--- src/rtl/core/cwpf_pkg.sv ---
`default_nettype none
package cwpf_pkg;

    localparam int WIN_RADIUS = 1;
    localparam int WIN = 2 * WIN_RADIUS + 1;
    localparam int WIN_PTS = WIN * WIN;
    localparam int LINES = 2 * WIN_RADIUS;

    localparam int DEF_MAX_WIDTH = 1024;
    localparam int DEF_MAX_HEIGHT = 1024;
    localparam int QUEUE_DEPTH = 2;

    localparam int COORD_W = 16;
    localparam int POS_W = 10;
    localparam int CNT_W = $clog2(WIN_PTS + 1);
    localparam int DIST_W = 32;
    localparam int DTOT_W = DIST_W + CNT_W;
    localparam int SUM_W = COORD_W + CNT_W;

    localparam int CFG_IDX_W = 3;
    localparam logic [CFG_IDX_W-1:0] CFG_FRAME_WIDTH = 3'd0;
    localparam logic [CFG_IDX_W-1:0] CFG_FRAME_HEIGHT = 3'd1;
    localparam logic [CFG_IDX_W-1:0] CFG_NEAR_LIMIT = 3'd2;
    localparam logic [CFG_IDX_W-1:0] CFG_FAR_LIMIT = 3'd3;
    localparam logic [CFG_IDX_W-1:0] CFG_LOW_FAR_LIMIT = 3'd4;
    localparam logic [CFG_IDX_W-1:0] CFG_LOW_START_ROW = 3'd5;

    localparam logic [10:0] RST_FRAME_WIDTH = 11'd512;
    localparam logic [10:0] RST_FRAME_HEIGHT = 11'd424;
    localparam logic [31:0] RST_NEAR_LIMIT = 32'd16777;
    localparam logic [31:0] RST_FAR_LIMIT = 32'd10066330;
    localparam logic [31:0] RST_LOW_FAR_LIMIT = 32'd5872026;
    localparam logic [9:0] RST_LOW_START_ROW = 10'd205;

    typedef struct packed {
        logic signed [COORD_W-1:0] x_coord;
        logic signed [COORD_W-1:0] y_coord;
        logic signed [COORD_W-1:0] z_coord;
    } point_t;

    typedef struct packed {
        logic signed [COORD_W-1:0] x_coord;
        logic signed [COORD_W-1:0] y_coord;
        logic signed [COORD_W-1:0] z_coord;
        logic                      frame_start;
    } in_item_t;

    typedef struct packed {
        logic                      found;
        logic [POS_W-1:0]          best_row;
        logic [POS_W-1:0]          best_col;
        logic signed [COORD_W-1:0] hand_x;
        logic signed [COORD_W-1:0] hand_y;
        logic signed [COORD_W-1:0] hand_z;
    } out_item_t;

    typedef struct packed {
        logic [10:0] frame_width;
        logic [10:0] frame_height;
        logic [31:0] near_limit;
        logic [31:0] far_limit;
        logic [31:0] low_region_far_limit;
        logic [9:0]  low_region_start_row;
    } cfg_t;

    // One unit of work for the back end: a window snapshot plus frame events.
    typedef struct packed {
        logic                      clear;
        logic                      eval;
        logic                      emit;
        logic                      low_region;
        logic [POS_W-1:0]          row;
        logic [POS_W-1:0]          col;
        point_t [WIN_PTS-1:0]      win;
    } task_t;

endpackage
`default_nettype wire

--- src/rtl/core/cwpf_fifo.sv ---
`default_nettype none
module cwpf_fifo #(
    parameter int DEPTH = 2
) (
    input  wire logic            clk,
    input  wire logic            rst_n,
    input  wire logic            push,
    input  wire cwpf_pkg::task_t push_data,
    output logic                 full,
    input  wire logic            pop,
    output cwpf_pkg::task_t      pop_data,
    output logic                 empty
);
    import cwpf_pkg::*;

    localparam int AW = (DEPTH > 1) ? $clog2(DEPTH) : 1;
    localparam int NW = $clog2(DEPTH + 1);

    task_t         mem_reg [DEPTH];
    logic [AW-1:0] wr_reg, wr_next;
    logic [AW-1:0] rd_reg, rd_next;
    logic [NW-1:0] cnt_reg, cnt_next;

    always_comb
    begin
        wr_next = wr_reg;
        rd_next = rd_reg;
        cnt_next = cnt_reg;
        if (push)
        begin
            wr_next = (wr_reg == AW'(DEPTH - 1)) ? '0 : wr_reg + 1'b1;
        end
        if (pop)
        begin
            rd_next = (rd_reg == AW'(DEPTH - 1)) ? '0 : rd_reg + 1'b1;
        end
        if (push && !pop)
        begin
            cnt_next = cnt_reg + 1'b1;
        end
        else if (pop && !push)
        begin
            cnt_next = cnt_reg - 1'b1;
        end
    end

    always_ff @(posedge clk or negedge rst_n)
    begin
        if (!rst_n)
        begin
            wr_reg <= '0;
            rd_reg <= '0;
            cnt_reg <= '0;
        end
        else
        begin
            wr_reg <= wr_next;
            rd_reg <= rd_next;
            cnt_reg <= cnt_next;
        end
    end

    always_ff @(posedge clk)
    begin
        if (push)
        begin
            mem_reg[wr_reg] <= push_data;
        end
    end

    assign pop_data = mem_reg[rd_reg];
    assign full = cnt_reg == NW'(DEPTH);
    assign empty = cnt_reg == '0;

endmodule
`default_nettype wire

--- config.mk ---
export PLATFORM = sky130hd
export DESIGN_NAME = cwpf_fifo
export DESIGN_NICKNAME = d
export VERILOG_FILES = /design/src/rtl/core/cwpf_pkg.sv /design/src/rtl/core/cwpf_fifo.sv
export SDC_FILE = /design/constraint.sdc
export NUM_CORES = 1
export LEC_CHECK = 0
export BUFFER_PORTS_ARGS = -buffer_cell sky130_fd_sc_hd__buf_4
export CORE_AREA = 10 10 353 355
export CTS_CLUSTER_DIAMETER = 120
export CTS_CLUSTER_SIZE = 40
export DETAILED_ROUTE_END_ITERATION = 6
export DIE_AREA = 0 0 363 365
export HOLD_SLACK_MARGIN = 0.12
export PLACE_DENSITY = 0.49
export SLEW_MARGIN = 20
export SYNTH_ARGS = -nofsm -noshare
export SYNTH_HDL_FRONTEND = slang
export SYNTH_SLANG_ARGS = --single-unit
--- constraint.sdc ---
create_clock -name clk -period 25.5 [get_ports clk]
set_input_delay 5.1 -clock clk [delete_from_list [all_inputs] [get_ports clk]]
set_output_delay 5.1 -clock clk [all_outputs]
set_load 0.05 [all_outputs]
== Word level (Yosys, flattened, before mapping) ==
Memories as Yosys holds them, arrays and structs flattened.
Cells that the tools add are included.
Widths: inputs -> output; s select.

* Bits in writable memories: 912
* Bits of input ports: 460
* Latch bits: 0
* Bits in read-only memories: 0
* Memories: 1
* Output and inout port bits: 458
* Flip-flop bits (word level): 4

{| class="wikitable"
|+ Memories
! memory !! words !! width !! read ports !! clocked after memory_dff !! wr ports !! line !! text
|-
| mem_reg || 2 || 456 || 1 || 0 || 1 || cwpf_fifo.sv:19 || <nowiki>task_t mem_reg [DEPTH];</nowiki>
|}

* Muxes and demuxes: 6
* Div/mod/pow operators: 0
* Shift-type cells: 0
* $lt $le $gt $ge: 0
* Reduce and logical (&&, ||, !) cells: 6
* Equal/unequal tests: 1
* Bitwise gates (word level): 0
* $add $sub $neg: 4
* Multiply operators: 0

{| class="wikitable"
|+ Operators by type and width
! operator !! count
|-
| $mux 1 || 4
|-
| $mux 2 || 2
|-
| $add 1x1->1 const B || 2
|-
| $add 2x1->2 const B || 1
|-
| $eq 2x2->1 const B || 1
|-
| $logic_and 1x1->1 || 2
|-
| $logic_not 1->1 || 2
|-
| $logic_not 2->1 || 1
|-
| $reduce_bool 2->1 || 1
|-
| $sub 2x1->2 const B || 1
|}

== Longest topological paths before layout ==
* Depth after elaboration: 4
* Depth in mapped cells: 5

== Least setup slack after synthesis ==
Ideal clock, no wire load.

* Path type: input-to-reg
* Start point: in push
* End point: mem mem_reg[0][0] (netlist bit) (enable)
* Cell stages on the path: 1
* Required time: 24,160 ps
* Arrival time: 24,658 ps
* Slack: -498 ps
* Cell sequence: nor2b_1

* Word-level cells in the longest chain between the ends: 2

{| class="wikitable"
|+ RTL lines
! what !! line !! text
|-
| start, declared || cwpf_fifo.sv:7 || <nowiki>input wire logic push,</nowiki>
|-
| $mux 1 || cwpf_fifo.sv:65 || <nowiki>if (push)</nowiki>
|-
| $mux 1 (implied by the code) || cwpf_fifo.sv:67 || <nowiki>mem_reg[wr_reg] <= push_data;</nowiki>
|-
| end, declared || cwpf_fifo.sv:19 ||
|}

No other way between the ends.

==> results by group <==
Worst setup path
  – CP max FO: 53
  – Worst Path Required: 20.40 ns
  – R2r startpoint: wr_reg$_DFFE_PN0P_
  – Crit start category: flip-flop
  – Critical path capture point type: output pin
  – CP arrival: 5.67 ns
  – Critical Path Source: rd_reg$_DFFE_PN0P_
  – Crit Path Class: reg -> out

Placed design
  – DPL Wire Length: 74.91 mm
  – Placer Congestion: 0.8062
  – Port bufs: 917

Die
  – Placeable core region: 117500 µm²
  – Full die area: 132500 µm²
  – Site Rows: 126
  – Chip width: 363 µm
  – Vert. Die Dim: 365 µm
  – Starting Density: 29.76%
  – # IOs: 918

Clocking
  – Clock Path Buffers: 3
  – Root Driver: clkbuf_16
  – H-Tree Depth: 1
  – CTS Buf Count: 30
  – Sink Count: 916
  – Post-CTS Resized: 0
  – CTS Hold Buffers Added: 0
  – CTS tree: built
  – Clock Pin Slew Worst Setup and Hold Paths: 0.14 ns
  – Post-CTS Setup Inserts: 0
  – Clk Latency, worst-skew pair: 0.67 ns

Routing
  – DRT Wirelength: 98.34 mm
  – Antenna viol nets, final: 0
  – Drt drc: 0
  – Vias per cell: 4.258
  – Drt first-iter violations: 1039
  – Mean routed wirelength per cell: 25.09 µm
  – Via count: 16690
  – Drt pass-1 iters: 5

Run status
  – Status: complete, no violations

Global route
  – Largest net degree at the start of global routing: 156
  – GRT Residual Overflow: 0
  – First-pass GRT wire length: 133.5 mm
  – Initial antenna violation count: 23
  – Total GRT Usage: 13.86%
  – Number of global-route vias before repair: 17770

Power and ir drop
  – Leakage Power: 0.01732 µW
  – Power density cells: 125.8 nW/µm²
  – Max rail drop VDD: 0.08953 mV

Logic synthesis
  – Yosys warning total: 0
  – Register area share after synthesis: 78.64%
  – Synthesized net count: 1896
  – Most common cell in the synthesized netlist: edfxtp_1
  – Syn Inst Count: 1435
  – Synth top area share: 78.36%
  – Main synth FF type: edfxtp_1
  – Seq cells post-synth: 916
  – Post-Synthesis Mean Instance Area: 24.36 µm²
  – Asr flop ratio synth: 0.4367%
  – Number of synthesized flops with an enable pin: 912
  – Synth unique cells: 15
  – Cell taking the most area after synthesis: edfxtp_1
  – Synth top area cells: edfxtp_1 (78%), mux2_4 (18%), buf_6 (1.1%)
  – Post-Syn Area: 34950 µm²
  – Post-synth top cells: edfxtp_1 (912), mux2_4 (430), buf_6 (35), mux2_2 (26), buf_8 (11)

Worst hold path
  – Worst Hold Class: reg -> reg
  – HP Start: cnt_reg[1]$_DFFE_PN0P_

Final layout
  – Multi-input gate area: 6842 µm²
  – Final core occ: 37.83%
  – Area Growth Syn to Fin: 27.13%
  – Fillers: 10860
  – Share of cells above drive strength 1: 60.80%
  – Final nets: 2813
  – Reg area: 27490 µm²
  – Number of flip-flops in the largest register: 912

STA
  – Worst Tran Pin Value: 1.130 ns
  – Slew headroom: 24.70%
  – Setup violators final: 0
  – Fin crit period: 10.77 ns
  – RSZ-0062 raised after global routing: no
  – Final Skew: 0.04610 ns
  – Fin. Hold Viols: 0
  – Max-slew violation count: 0
  – Setup_tns: 0 ns
  – Maximum clock frequency: 92.87 MHz
  – Final period utilization: 42.22%

Run
  – Max_cap viols: 0
==> placed cells by master, fill, tap and decap left out <==
cell	netlist	layout
and2_4	0	1
dfrtp_1	4	3
xor2_1	4	4
inv_16	0	1
buf_4	0	934
mux2_4	430	430
edfxtp_1	912	912
inv_6	0	1
nor2b_1	2	1
dfrtp_4	0	1
ha_1	1	1
clkbuf_1	0	4
nor2b_4	0	1
clkinv_4	0	1
buf_12	3	2
nor2_1	2	2
clkinv_8	0	1
clkbuf_16	0	31
clkbuf_8	0	1
bufinv_16	0	4
clkinv_16	0	3
clkinvlp_4	0	1
inv_8	0	1
xnor2_1	1	1
inv_1	1	1
clkinv_2	0	1
diode_2	0	13
mux2_2	26	26
==> final cells by class <==
| class | count | share of cell area, % |
|---|---|---|
| Clock inverter | 14 | 0.6476 |
| Multi-Input combinational cell | 467 | 15.40 |
| Clock buffer | 36 | 1.811 |
| Timing Repair Buffer | 936 | 15.87 |
| Inverter | 1 | 0.008448 |
| Sequential cell | 916 | 61.87 |
| Antenna cell | 13 | 0.07321 |
| Tap cell | 1536 | 4.325 |
==> worst paths after layout <==
path / end / slack, ns / cells after the start
max in group asynchronous: rd_reg$_DFFE_PN0P_ / 21.18 / 1
min in group asynchronous: cnt_reg[0]$_DFFE_PN0P_ / 4.20 / 1
hold / removal: cnt_reg[1]$_DFFE_PN0P_ / 0.55 / 1
hold reg to reg: cnt_reg[1]$_DFFE_PN0P_ / 0.55 / 1
setup reg to reg: mem_reg[1][187]$_DFFE_PP_ / 20.87 / 5
setup / recovery: pop_data[163] / 14.73 / 6
==> critical path, cell delays in order (launching register included) <==
cell     delay, ns
dfrtp_4       0.97
buf_4         0.80
buf_4         0.77
buf_4         0.90
buf_4         0.81
mux2_4        0.36
buf_4         0.19
==> report_power, final <==
group	total, µW	switching [µW]	internal (µW)
Sequential	2080	87.3	2000
Clock	730	449	281
Combinational	2780	1810	965
Total	5590	2350	3240
==> per-layer routing <==
layer,GRT usage (%),part of all wire (%),routed length [µm],vias to the layer above
li1,-,-,-,7512
met2,24.97,52,51530,612
met4,3.411,2.0,1955,14
met5,0,0.099,97,-
met1,14.61,35,34300,8475
met3,6.306,11,10460,74
==> kinds of logic (layout without fill, tap and decap cells) <==
family	after synthesis	in the layout	synth area share (%)
other	0	13	0
flip-flops	916	916	78.64
adder cells (fa/ha/maj)	1	1	0.03579
XOR/XNOR	5	5	0.1253
multiplexers	456	456	19.31
buffers and inverters	52	987	1.811
AND/OR/NAND/NOR	5	5	0.07519
==> through the flow <==
stage / cells / area (µm²) / hold WS, ns / setup slack [ns] / power (µW)
6_report: 3919 / 44430 / 0.5464 / 14.73 / 5591
3_5_place_dp: 3856 / 43310 / 0.5255 / 15.36 / 4950
5_1_grt: 3917 / 44430 / 0.5651 / 14.38 / 5819
3_3_place_gp: 3856 / 43310 / 0.4741 / 15.46 / 4929
2_1_floorplan: 1435 / 34950 / 0.4563 / 8.096 / 4314
4_1_cts: 3906 / 44400 / 0.5524 / 14.56 / 5686
(Power assumes the default switching activity.)
