**src/rtl/core/cwpf_pkg.sv**
```systemverilog
`default_nettype none
package cwpf_pkg;

    localparam int WIN_RADIUS = 1;
    localparam int WIN = 2 * WIN_RADIUS + 1;
    localparam int WIN_PTS = WIN * WIN;
    localparam int LINES = 2 * WIN_RADIUS;

    localparam int DEF_MAX_WIDTH = 1024;
    localparam int DEF_MAX_HEIGHT = 1024;
    localparam int QUEUE_DEPTH = 2;

    localparam int COORD_W = 16;
    localparam int POS_W = 10;
    localparam int CNT_W = $clog2(WIN_PTS + 1);
    localparam int DIST_W = 32;
    localparam int DTOT_W = DIST_W + CNT_W;
    localparam int SUM_W = COORD_W + CNT_W;

    localparam int CFG_IDX_W = 3;
    localparam logic [CFG_IDX_W-1:0] CFG_FRAME_WIDTH = 3'd0;
    localparam logic [CFG_IDX_W-1:0] CFG_FRAME_HEIGHT = 3'd1;
    localparam logic [CFG_IDX_W-1:0] CFG_NEAR_LIMIT = 3'd2;
    localparam logic [CFG_IDX_W-1:0] CFG_FAR_LIMIT = 3'd3;
    localparam logic [CFG_IDX_W-1:0] CFG_LOW_FAR_LIMIT = 3'd4;
    localparam logic [CFG_IDX_W-1:0] CFG_LOW_START_ROW = 3'd5;

    localparam logic [10:0] RST_FRAME_WIDTH = 11'd512;
    localparam logic [10:0] RST_FRAME_HEIGHT = 11'd424;
    localparam logic [31:0] RST_NEAR_LIMIT = 32'd16777;
    localparam logic [31:0] RST_FAR_LIMIT = 32'd10066330;
    localparam logic [31:0] RST_LOW_FAR_LIMIT = 32'd5872026;
    localparam logic [9:0] RST_LOW_START_ROW = 10'd205;

    typedef struct packed {
        logic signed [COORD_W-1:0] x_coord;
        logic signed [COORD_W-1:0] y_coord;
        logic signed [COORD_W-1:0] z_coord;
    } point_t;

    typedef struct packed {
        logic signed [COORD_W-1:0] x_coord;
        logic signed [COORD_W-1:0] y_coord;
        logic signed [COORD_W-1:0] z_coord;
        logic                      frame_start;
    } in_item_t;

    typedef struct packed {
        logic                      found;
        logic [POS_W-1:0]          best_row;
        logic [POS_W-1:0]          best_col;
        logic signed [COORD_W-1:0] hand_x;
        logic signed [COORD_W-1:0] hand_y;
        logic signed [COORD_W-1:0] hand_z;
    } out_item_t;

    typedef struct packed {
        logic [10:0] frame_width;
        logic [10:0] frame_height;
        logic [31:0] near_limit;
        logic [31:0] far_limit;
        logic [31:0] low_region_far_limit;
        logic [9:0]  low_region_start_row;
    } cfg_t;

    // One unit of work for the back end: a window snapshot plus frame events.
    typedef struct packed {
        logic                      clear;
        logic                      eval;
        logic                      emit;
        logic                      low_region;
        logic [POS_W-1:0]          row;
        logic [POS_W-1:0]          col;
        point_t [WIN_PTS-1:0]      win;
    } task_t;

endpackage
`default_nettype wire

```
**src/rtl/core/cwpf_div.sv**
```systemverilog
`default_nettype none
module cwpf_div #(
    parameter int NW = 36,
    parameter int DW = 4
) (
    input  wire logic          clk,
    input  wire logic          rst_n,
    input  wire logic          start,
    input  wire logic [NW-1:0] num,
    input  wire logic [DW-1:0] den,
    output logic               busy,
    output logic      [NW-1:0] quot
);

    localparam int CW = $clog2(NW + 1);

    logic          busy_reg, busy_next;
    logic [CW-1:0] cnt_reg, cnt_next;
    logic [DW:0]   rem_reg, rem_next;
    logic [NW-1:0] q_reg, q_next;
    logic [DW-1:0] den_reg, den_next;
    logic [DW:0]   trial;
    logic          ge;

    // Restoring division, one quotient bit per cycle from the top down.
    always_comb
    begin
        busy_next = busy_reg;
        cnt_next = cnt_reg;
        rem_next = rem_reg;
        q_next = q_reg;
        den_next = den_reg;
        trial = {rem_reg[DW-1:0], q_reg[NW-1]};
        ge = trial >= {1'b0, den_reg};
        if (start)
        begin
            busy_next = 1'b1;
            cnt_next = CW'(NW);
            rem_next = '0;
            q_next = num;
            den_next = den;
        end
        else if (busy_reg)
        begin
            rem_next = ge ? trial - {1'b0, den_reg} : trial;
            q_next = {q_reg[NW-2:0], ge};
            cnt_next = cnt_reg - 1'b1;
            if (cnt_reg == CW'(1))
            begin
                busy_next = 1'b0;
            end
        end
    end

    always_ff @(posedge clk or negedge rst_n)
    begin
        if (!rst_n)
        begin
            busy_reg <= 1'b0;
            cnt_reg <= '0;
        end
        else
        begin
            busy_reg <= busy_next;
            cnt_reg <= cnt_next;
        end
    end

    always_ff @(posedge clk)
    begin
        rem_reg <= rem_next;
        q_reg <= q_next;
        den_reg <= den_next;
    end

    assign busy = busy_reg;
    assign quot = q_reg;

endmodule
`default_nettype wire

```
**src/rtl/core/cwpf_back.sv**
```systemverilog
`default_nettype none
module cwpf_back (
    input  wire logic            clk,
    input  wire logic            rst_n,
    input  wire cwpf_pkg::cfg_t  cfg,
    input  wire logic            q_empty,
    output logic                 q_pop,
    input  wire cwpf_pkg::task_t q_data,
    output logic                 out_valid,
    input  wire logic            out_ready,
    output cwpf_pkg::out_item_t  out_data
);
    import cwpf_pkg::*;

    localparam int KW = $clog2(WIN_PTS);

    localparam logic [2:0] S_IDLE = 3'd0;
    localparam logic [2:0] S_SQ = 3'd1;
    localparam logic [2:0] S_ACC = 3'd2;
    localparam logic [2:0] S_MEAN = 3'd3;
    localparam logic [2:0] S_MWAIT = 3'd4;
    localparam logic [2:0] S_CDIV = 3'd5;
    localparam logic [2:0] S_CWAIT = 3'd6;
    localparam logic [2:0] S_OUT = 3'd7;

    logic [2:0]                state_reg, state_next;
    task_t                     task_reg, task_next;
    logic [KW-1:0]             k_reg, k_next;
    logic [DIST_W-1:0]         sq_reg [3];
    logic [DIST_W-1:0]         sq_next [3];
    logic [CNT_W-1:0]          n_reg, n_next;
    logic [DTOT_W-1:0]         dtot_reg, dtot_next;
    logic signed [SUM_W-1:0]   sum_reg [3];
    logic signed [SUM_W-1:0]   sum_next [3];
    logic [DIST_W-1:0]         dmax_reg, dmax_next, dmin_reg, dmin_next;
    point_t                    mx_reg, mx_next, mn_reg, mn_next;
    logic [DIST_W-1:0]         best_mean_reg, best_mean_next;
    logic [POS_W-1:0]          best_row_reg, best_row_next, best_col_reg, best_col_next;
    logic signed [SUM_W-1:0]   best_sum_reg [3];
    logic signed [SUM_W-1:0]   best_sum_next [3];
    logic [CNT_W-1:0]          best_cnt_reg, best_cnt_next;
    logic [1:0]                co_reg, co_next;
    logic [COORD_W-1:0]        hand_reg [3];
    logic [COORD_W-1:0]        hand_next [3];
    logic                      out_valid_reg, out_valid_next;
    out_item_t                 out_reg, out_next;

    point_t                    p;
    logic signed [COORD_W-1:0] pc [3];
    logic signed [COORD_W-1:0] mxc [3];
    logic signed [COORD_W-1:0] mnc [3];
    logic [DIST_W-1:0]         d;
    logic                      keep;
    logic                      div_start, div_busy;
    logic [DTOT_W-1:0]         div_num, div_quot;
    logic [CNT_W-1:0]          div_den;
    logic signed [SUM_W-1:0]   bs;
    logic                      bs_neg;
    logic [SUM_W-1:0]          bs_mag;
    logic [COORD_W-1:0]        qc;

    cwpf_div #(
        .NW(DTOT_W),
        .DW(CNT_W)
    ) u_div (
        .clk  (clk),
        .rst_n(rst_n),
        .start(div_start),
        .num  (div_num),
        .den  (div_den),
        .busy (div_busy),
        .quot (div_quot)
    );

    always_comb
    begin
        p = task_reg.win[k_reg];
        pc[0] = p.x_coord;
        pc[1] = p.y_coord;
        pc[2] = p.z_coord;
        mxc[0] = mx_reg.x_coord;
        mxc[1] = mx_reg.y_coord;
        mxc[2] = mx_reg.z_coord;
        mnc[0] = mn_reg.x_coord;
        mnc[1] = mn_reg.y_coord;
        mnc[2] = mn_reg.z_coord;
        d = sq_reg[0] + sq_reg[1] + sq_reg[2];
        keep = (d >= cfg.near_limit) && (d <= cfg.far_limit)
            && !(task_reg.low_region && (d > cfg.low_region_far_limit));
        bs = best_sum_reg[co_reg];
        bs_neg = bs[SUM_W-1];
        bs_mag = bs_neg ? SUM_W'(-bs) : SUM_W'(bs);
        qc = div_quot[COORD_W-1:0];
        div_start = ((state_reg == S_MEAN) && (n_reg > CNT_W'(2)))
            || ((state_reg == S_CDIV) && (best_cnt_reg != '0));
        div_num = (state_reg == S_MEAN)
            ? dtot_reg - DTOT_W'(dmax_reg) - DTOT_W'(dmin_reg)
            : DTOT_W'(bs_mag);
        div_den = (state_reg == S_MEAN) ? n_reg - CNT_W'(2) : best_cnt_reg;
    end

    always_comb
    begin
        state_next = state_reg;
        task_next = task_reg;
        k_next = k_reg;
        sq_next = sq_reg;
        n_next = n_reg;
        dtot_next = dtot_reg;
        sum_next = sum_reg;
        dmax_next = dmax_reg;
        dmin_next = dmin_reg;
        mx_next = mx_reg;
        mn_next = mn_reg;
        best_mean_next = best_mean_reg;
        best_row_next = best_row_reg;
        best_col_next = best_col_reg;
        best_sum_next = best_sum_reg;
        best_cnt_next = best_cnt_reg;
        co_next = co_reg;
        hand_next = hand_reg;
        out_next = out_reg;
        out_valid_next = out_valid_reg && !out_ready;
        q_pop = 1'b0;

        case (state_reg)
            S_IDLE:
            begin
                if (!q_empty)
                begin
                    q_pop = 1'b1;
                    task_next = q_data;
                    if (q_data.clear)
                    begin
                        best_mean_next = '1;
                        best_row_next = '0;
                        best_col_next = '0;
                        best_sum_next = '{default: '0};
                        best_cnt_next = '0;
                    end
                    k_next = '0;
                    n_next = '0;
                    dtot_next = '0;
                    sum_next = '{default: '0};
                    dmax_next = '0;
                    dmin_next = '1;
                    mx_next = '0;
                    mn_next = '0;
                    co_next = '0;
                    if (q_data.eval)
                    begin
                        state_next = S_SQ;
                    end
                    else if (q_data.emit)
                    begin
                        state_next = S_CDIV;
                    end
                end
            end
            S_SQ:
            begin
                for (int c = 0; c < 3; c++)
                begin
                    sq_next[c] = DIST_W'(pc[c] * pc[c]);
                end
                state_next = S_ACC;
            end
            S_ACC:
            begin
                if (keep)
                begin
                    n_next = n_reg + 1'b1;
                    dtot_next = dtot_reg + DTOT_W'(d);
                    for (int c = 0; c < 3; c++)
                    begin
                        sum_next[c] = sum_reg[c] + SUM_W'(pc[c]);
                    end
                    if (d > dmax_reg)
                    begin
                        dmax_next = d;
                        mx_next = p;
                    end
                    if ((n_reg == '0) || (d < dmin_reg))
                    begin
                        dmin_next = d;
                        mn_next = p;
                    end
                end
                if (k_reg == KW'(WIN_PTS - 1))
                begin
                    state_next = S_MEAN;
                end
                else
                begin
                    k_next = k_reg + 1'b1;
                    state_next = S_SQ;
                end
            end
            S_MEAN:
            begin
                if (n_reg > CNT_W'(2))
                begin
                    state_next = S_MWAIT;
                end
                else
                begin
                    state_next = task_reg.emit ? S_CDIV : S_IDLE;
                end
            end
            S_MWAIT:
            begin
                if (!div_busy)
                begin
                    // Ties keep the earlier window.
                    if (div_quot[DIST_W-1:0] < best_mean_reg)
                    begin
                        best_mean_next = div_quot[DIST_W-1:0];
                        best_row_next = task_reg.row;
                        best_col_next = task_reg.col;
                        best_cnt_next = n_reg - CNT_W'(2);
                        for (int c = 0; c < 3; c++)
                        begin
                            best_sum_next[c] = sum_reg[c] - SUM_W'(mxc[c]) - SUM_W'(mnc[c]);
                        end
                    end
                    state_next = task_reg.emit ? S_CDIV : S_IDLE;
                end
            end
            S_CDIV:
            begin
                if (best_cnt_reg == '0)
                begin
                    hand_next = '{default: '0};
                    state_next = S_OUT;
                end
                else
                begin
                    state_next = S_CWAIT;
                end
            end
            S_CWAIT:
            begin
                if (!div_busy)
                begin
                    // Divide the magnitude, then restore the sign: truncates toward zero.
                    hand_next[co_reg] = bs_neg ? -qc : qc;
                    if (co_reg == 2'd2)
                    begin
                        state_next = S_OUT;
                    end
                    else
                    begin
                        co_next = co_reg + 1'b1;
                        state_next = S_CDIV;
                    end
                end
            end
            S_OUT:
            begin
                if (!out_valid_reg || out_ready)
                begin
                    out_valid_next = 1'b1;
                    out_next.found = best_cnt_reg != '0;
                    out_next.best_row = (best_cnt_reg != '0) ? best_row_reg : '0;
                    out_next.best_col = (best_cnt_reg != '0) ? best_col_reg : '0;
                    out_next.hand_x = hand_reg[0];
                    out_next.hand_y = hand_reg[1];
                    out_next.hand_z = hand_reg[2];
                    best_mean_next = '1;
                    best_row_next = '0;
                    best_col_next = '0;
                    best_sum_next = '{default: '0};
                    best_cnt_next = '0;
                    state_next = S_IDLE;
                end
            end
            default:
            begin
                state_next = S_IDLE;
            end
        endcase
    end

    always_ff @(posedge clk or negedge rst_n)
    begin
        if (!rst_n)
        begin
            state_reg <= S_IDLE;
            out_valid_reg <= 1'b0;
            best_mean_reg <= '1;
            best_row_reg <= '0;
            best_col_reg <= '0;
            best_sum_reg <= '{default: '0};
            best_cnt_reg <= '0;
        end
        else
        begin
            state_reg <= state_next;
            out_valid_reg <= out_valid_next;
            best_mean_reg <= best_mean_next;
            best_row_reg <= best_row_next;
            best_col_reg <= best_col_next;
            best_sum_reg <= best_sum_next;
            best_cnt_reg <= best_cnt_next;
        end
    end

    always_ff @(posedge clk)
    begin
        task_reg <= task_next;
        k_reg <= k_next;
        sq_reg <= sq_next;
        n_reg <= n_next;
        dtot_reg <= dtot_next;
        sum_reg <= sum_next;
        dmax_reg <= dmax_next;
        dmin_reg <= dmin_next;
        mx_reg <= mx_next;
        mn_reg <= mn_next;
        co_reg <= co_next;
        hand_reg <= hand_next;
        out_reg <= out_next;
    end

    assign out_valid = out_valid_reg;
    assign out_data = out_reg;

endmodule
`default_nettype wire

```
**config.mk**
```make
export PLATFORM = sky130hd
export DESIGN_NAME = cwpf_back
export DESIGN_NICKNAME = d
export VERILOG_FILES = /design/src/rtl/core/cwpf_pkg.sv /design/src/rtl/core/cwpf_div.sv /design/src/rtl/core/cwpf_back.sv
export SDC_FILE = /design/constraint.sdc
export NUM_CORES = 2
export LEC_CHECK = 0
export ABC_AREA = 1
export BUFFER_PORTS_ARGS = -buffer_cell sky130_fd_sc_hd__buf_2
export CAP_MARGIN = 0
export CORE_AREA = 3 3 379 381
export DETAILED_ROUTE_END_ITERATION = 7
export DIE_AREA = 0 0 382 384
export GPL_ROUTABILITY_DRIVEN = 0
export GPL_TIMING_DRIVEN = 0
export PLACE_DENSITY = 0.95
export SYNTH_ARGS = -nofsm -noshare
export SYNTH_HDL_FRONTEND = slang
export SYNTH_SLANG_ARGS = --single-unit
```
**constraint.sdc**
```tcl
create_clock -name clk -period 30.4 [get_ports clk]
set_input_delay 1.52 -clock clk [delete_from_list [all_inputs] [get_ports clk]]
set_output_delay 1.52 -clock clk [all_outputs]
set_load 0.02 [all_outputs]
```
==> implementation parameters, run 1 <==
Parameter                              Value

Synthesis
  Post-Syn Instances    10,024
  Fraction of the mapped netlist area in adder cells    27.8%
  Largest cells by area after synthesis    sky130_fd_sc_hd__edfxtp_1, sky130_fd_sc_hd__fa_1, sky130_fd_sc_hd__ha_1
  Mapped Nets    12,141
  Post-synth EDFFs    970
  Cell taking the most area after synthesis    sky130_fd_sc_hd__edfxtp_1
  Share of synthesized flip-flops with an asynchronous set or reset    11.5%
  Prevailing post-synth register cell    sky130_fd_sc_hd__edfxtp_1
  Top-count cell post-synth    sky130_fd_sc_hd__inv_1
  Fraction of post-synthesis cell area in the top cell type by area    31.9%
  Register area share after synthesis    35.5%
  List of most frequent post-synthesis cells    sky130_fd_sc_hd__inv_1, sky130_fd_sc_hd__nand2_1, sky130_fd_sc_hd__edfxtp_1, sky130_fd_sc_hd__nor2_1, sky130_fd_sc_hd__fa_1
  Synth Area in Simple Gates    14.8%
  Count of warnings emitted by yosys    0
  Largest family of logic cells by synthesized area    adder cells
  Post-Synthesis Mean Instance Area    9.11 um^2
  Compound-cell area share of the yosys netlist    9.88%
  Xor/xnor cell area share of the yosys netlist    2.14%
  Synth Register Bits    1,101
  Synth unique cells    65
  Proportion of synthesized area in mux cells    0.0123%
  Post-synthesis instance area    91,300 um^2

Clock network
  Number of CTS-inserted buffers    113
  Hold Buf Count CTS    0
  Clock root buffer master    sky130_fd_sc_hd__clkbuf_16
  CTS HTree Levels    3
  Setup repair bufs after CTS    0
  Sinks on the clock net    1,101
  Cts repair resizes    0
  Worst-case clock buffer depth    3

Place
  PortBufs    626
  HPWL Detailed    248,000 um
  Instance area at placement    97,300 um^2
  Post-Place Worst Slack    21.84 ns

Die
  Die H    384 um
  Number of ports placed on the die boundary    659
  Die span in x    382 um
  Effective utilization at floorplan    64.8%
  Std-Cell Rows    138

Status
  Stage at which the flow ended    global routing (5_1_grt)
  Err    [ERROR GRT-0232] Routing congestion too high. Check the congestion heatmap in the GUI.
  Result of the run    did not finish

Global routing
  Overall fraction of global-route tracks in use    57.7%
  Maximum number of pins on one net before global-route repair    67
  Number of antenna violations at the first check in global routing    105
  Grt ovf    10
kinds of logic after synthesis:
family / count (synthesis)
flip-flops: 1101
other: 1
multiplexers: 1
buffers and inverters: 2291
AND/OR/NAND/NOR: 3301
adder cells (fa/ha/maj): 1529
AO/OA/AOI/OAI: 1577
XOR/XNOR: 223
per-layer routing:
layer  track usage (%)  GRT overflow
met1              55.4             0
met2              71.5             4
met3              47.9             0
met4              55.2             6
met5              33.3             0
stage by stage:
stage,cells,hold slack [ns],utilization [%],setup TNS (ns)
4_1_cts,12776,0.459,71.7,0
3_5_place_dp,12564,0.441,69.1,0
2_1_floorplan,10024,0.427,-,0
3_3_place_gp,12540,0.438,68.7,-0.504
==> inputs of run 2 (changes only) <==
Settings changed: CORE_AREA 3 3 379 381 to 3 3 482 484, DIE_AREA 0 0 382 384 to 0 0 485 487, PLACE_DENSITY 0.95 to not set, PLACE_DENSITY_LB_ADDON set to 0.15.
==> run 2 against run 1 <==
Effect of this change:
- the flow now finishes, with violations (max-capacitance violations)
- synthesized cell count unchanged
- area after synthesis unchanged
==> implementation parameters, run 2 <==
Parameter                              Value

Status
  Result of the run    complete, but fails checks
  Failing checks    max-capacitance violations

Clock network
  Sinks on the clock net    1,101
  Clock latency on the worst-skew pair    0.83 ns
  Clock root buffer master    sky130_fd_sc_hd__clkbuf_16
  Number of CTS-inserted buffers    132
  Clock transition time at the flip-flop clock pins of the worst setup and hold paths    0.06 ns
  Clock tree from TritonCTS    yes
  Setup repair bufs after CTS    0
  Worst-case clock buffer depth    3
  Cts repair resizes    0
  CTS HTree Levels    4
  Hold Buf Count CTS    0

Synthesis
  Post-Synthesis Mean Instance Area    9.11 um^2
  Count of warnings emitted by yosys    0
  Post-synth EDFFs    970
  Mapped Nets    12,141
  Register area share after synthesis    35.5%
  Prevailing post-synth register cell    sky130_fd_sc_hd__edfxtp_1
  List of most frequent post-synthesis cells    sky130_fd_sc_hd__inv_1, sky130_fd_sc_hd__nand2_1, sky130_fd_sc_hd__edfxtp_1, sky130_fd_sc_hd__nor2_1, sky130_fd_sc_hd__fa_1
  Fraction of post-synthesis cell area in the top cell type by area    31.9%
  Post-synthesis instance area    91,300 um^2
  Share of synthesized flip-flops with an asynchronous set or reset    11.5%
  Synth Register Bits    1,101
  Largest cells by area after synthesis    sky130_fd_sc_hd__edfxtp_1, sky130_fd_sc_hd__fa_1, sky130_fd_sc_hd__ha_1
  Top-count cell post-synth    sky130_fd_sc_hd__inv_1
  Synth unique cells    65
  Cell taking the most area after synthesis    sky130_fd_sc_hd__edfxtp_1
  Post-Syn Instances    10,024

Critical path
  Largest fanout on the critical path    11
  Kind of cell adding the most delay to the critical path    adder cells
  Critical path's largest stage delay    0.65 ns
  Data arrival time of the critical path    9.66 ns
  Slowest cell on the critical path    sky130_fd_sc_hd__clkbuf_1
  Buf+Inv Stages, Crit Path    8
  Most common cell type on the critical path    sky130_fd_sc_hd__fa_1
  Crit Path Class    register to register
  Critical Path End Type    register
  Crit path required time    30.95 ns
  Critical Path Source Type    register

Job
  Count of max-cap constraint violations    1

Route
  Routed vias    73,261
  Post-detailed-route wirelength per cell    22.5 um
  Remaining antenna violation count after routing    0
  TritonRoute pass-1 iters    6
  Total Wirelength    315,000 um
  DRC violation count after routing    0
  Initial drt markers    6,394
  Mean number of vias per cell    5.23

STA
  Final Cycle Share    30.0%
  Slew Viols, Final    0
  Number of setup violations in the final report    0
  Unrepaired setup endpoints after global routing    no
  Worst max-slew margin expressed relative to the limit    0.147%
  Worst-Margin Slew    1.49 ns
  Max Clock Skew    0.0408 ns
  Maximum frequency from static timing analysis    110 MHz
  Fin crit period    9.11 ns
  Number of failing hold endpoints at the final stage    0

Global routing
  Overall fraction of global-route tracks in use    26.5%
  Global-route wire length before repair    468,000 um
  Maximum number of pins on one net before global-route repair    81
  Vias in the first global route    75,037
  Number of antenna violations at the first check in global routing    116
  Grt ovf    0

Die
  Area inside the core boundary    228,000 um^2
  Std-Cell Rows    175
  Die H    487 um
  Effective utilization at floorplan    40.1%
  Die span in x    485 um
  Die Footprint    236,000 um^2
  Number of ports placed on the die boundary    659

Layout
  Most common cell after layout, fill and taps aside    sky130_fd_sc_hd__inv_1
  Multi-input combinational cell area    50,000 um^2
  Highest-count cells in the layout ignoring fill and taps    sky130_fd_sc_hd__inv_1, sky130_fd_sc_hd__nand2_1, sky130_fd_sc_hd__edfxtp_1, sky130_fd_sc_hd__nor2_1, sky130_fd_sc_hd__fa_1
  Final cell count without fillers    13,999
  Final net count    12,932
  Flip-flop count of the largest register, all copies and words added    454
  Sequential Area    32,400 um^2
  Layout overhead on the synthesized area    13.4%
  Layout filler cell count    22,237
  Share of layout cells above drive strength 1    10.7%

Min path
  Class of the tightest hold or removal check    register to register

Place
  HPWL Detailed    260,000 um
  PortBufs    626
  Placed cell count    13,690
[run 2: cells by family (layout without fill, tap and decap cells)]
family          after synthesis  count (layout)  synth area share (%)
mux                           1               1                0.0123
compound gates             1577            1577                  9.88
buf+inv                    2291            3188                  9.87
other cells                   1              70               0.00411
fa+ha+maj                  1529            1529                  27.8
simple gates               3301            3301                  14.8
flops                      1101            1101                  35.5
xor+xnor                    223             223                  2.14
[run 2: final cells by class]
| type | count | share of cell area, % |
|---|---|---|
| timing repair buffer | 657 | 3.68 |
| clock inverter | 73 | 0.798 |
| tap | 3009 | 3.64 |
| sequential | 1101 | 31.3 |
| antenna | 69 | 0.167 |
| inverter | 2045 | 7.42 |
| clock buffer | 167 | 3.41 |
| multi-input combinational | 6632 | 48.3 |
| buffer | 246 | 1.29 |
[run 2: worst register-to-register path: cells and delay by family (launching register included)]
family	cells	cell delay, ns
and+or+nand+nor	9	1.44
adders and majority gates	7	3.39
buffers and inverters	8	2.26
DFF	1	0.37
AOI/OAI and AO/OA	3	1.38
[run 2: stage by stage]
step | setup slack (ns) | area, um^2 | TNS (ns) | hold slack (ns) | util, %
6_report | 21.29 | 104000 | 0 | 0.448 | 45.5
5_1_grt | 21.05 | 103000 | 0 | 0.456 | 45.4
4_1_cts | 21.44 | 103000 | 0 | 0.449 | 45.4
3_5_place_dp | 21.46 | 99000 | 0 | 0.436 | 43.5
3_3_place_gp | -3.18 | 98200 | -135.97 | 0.429 | 43.1
2_1_floorplan | 8.51 | 91300 | 0 | 0.427 | -
[run 2: per-layer routing]
layer  routed length, um  GRT usage [%]  share of wire (%)
met5                 405              0               0.13
met1              126000           33.3                 40
met3               23700           5.02                7.5
met2              148000           44.0                 47
met4               16700           12.9                5.3
[run 2: final timing paths]
path	from	to	slack (ns)	cells after the start
setup / recovery	k_reg[3]$_SDFFCE_PN0P_	sq_reg[91]$_DFFE_PP_	21.29	27
hold / removal	hand_reg[3]$_SDFFCE_PN0P_	out_data[3]$_DFFE_PP_	0.45	0
setup reg to reg	k_reg[3]$_SDFFCE_PN0P_	sq_reg[91]$_DFFE_PP_	21.29	27
hold reg to reg	hand_reg[3]$_SDFFCE_PN0P_	out_data[3]$_DFFE_PP_	0.45	0
max in group asynchronous	rst_n	best_mean_reg[20]$_DFFE_PN1P_	28.89	2
min in group asynchronous	rst_n	best_row_reg[4]$_DFFE_PN0P_	0.73	1
Power of run 2 is left out: the tool's default activity adds up to more than one toggle a clock period on the data nets, which glitch-free logic cannot reach.
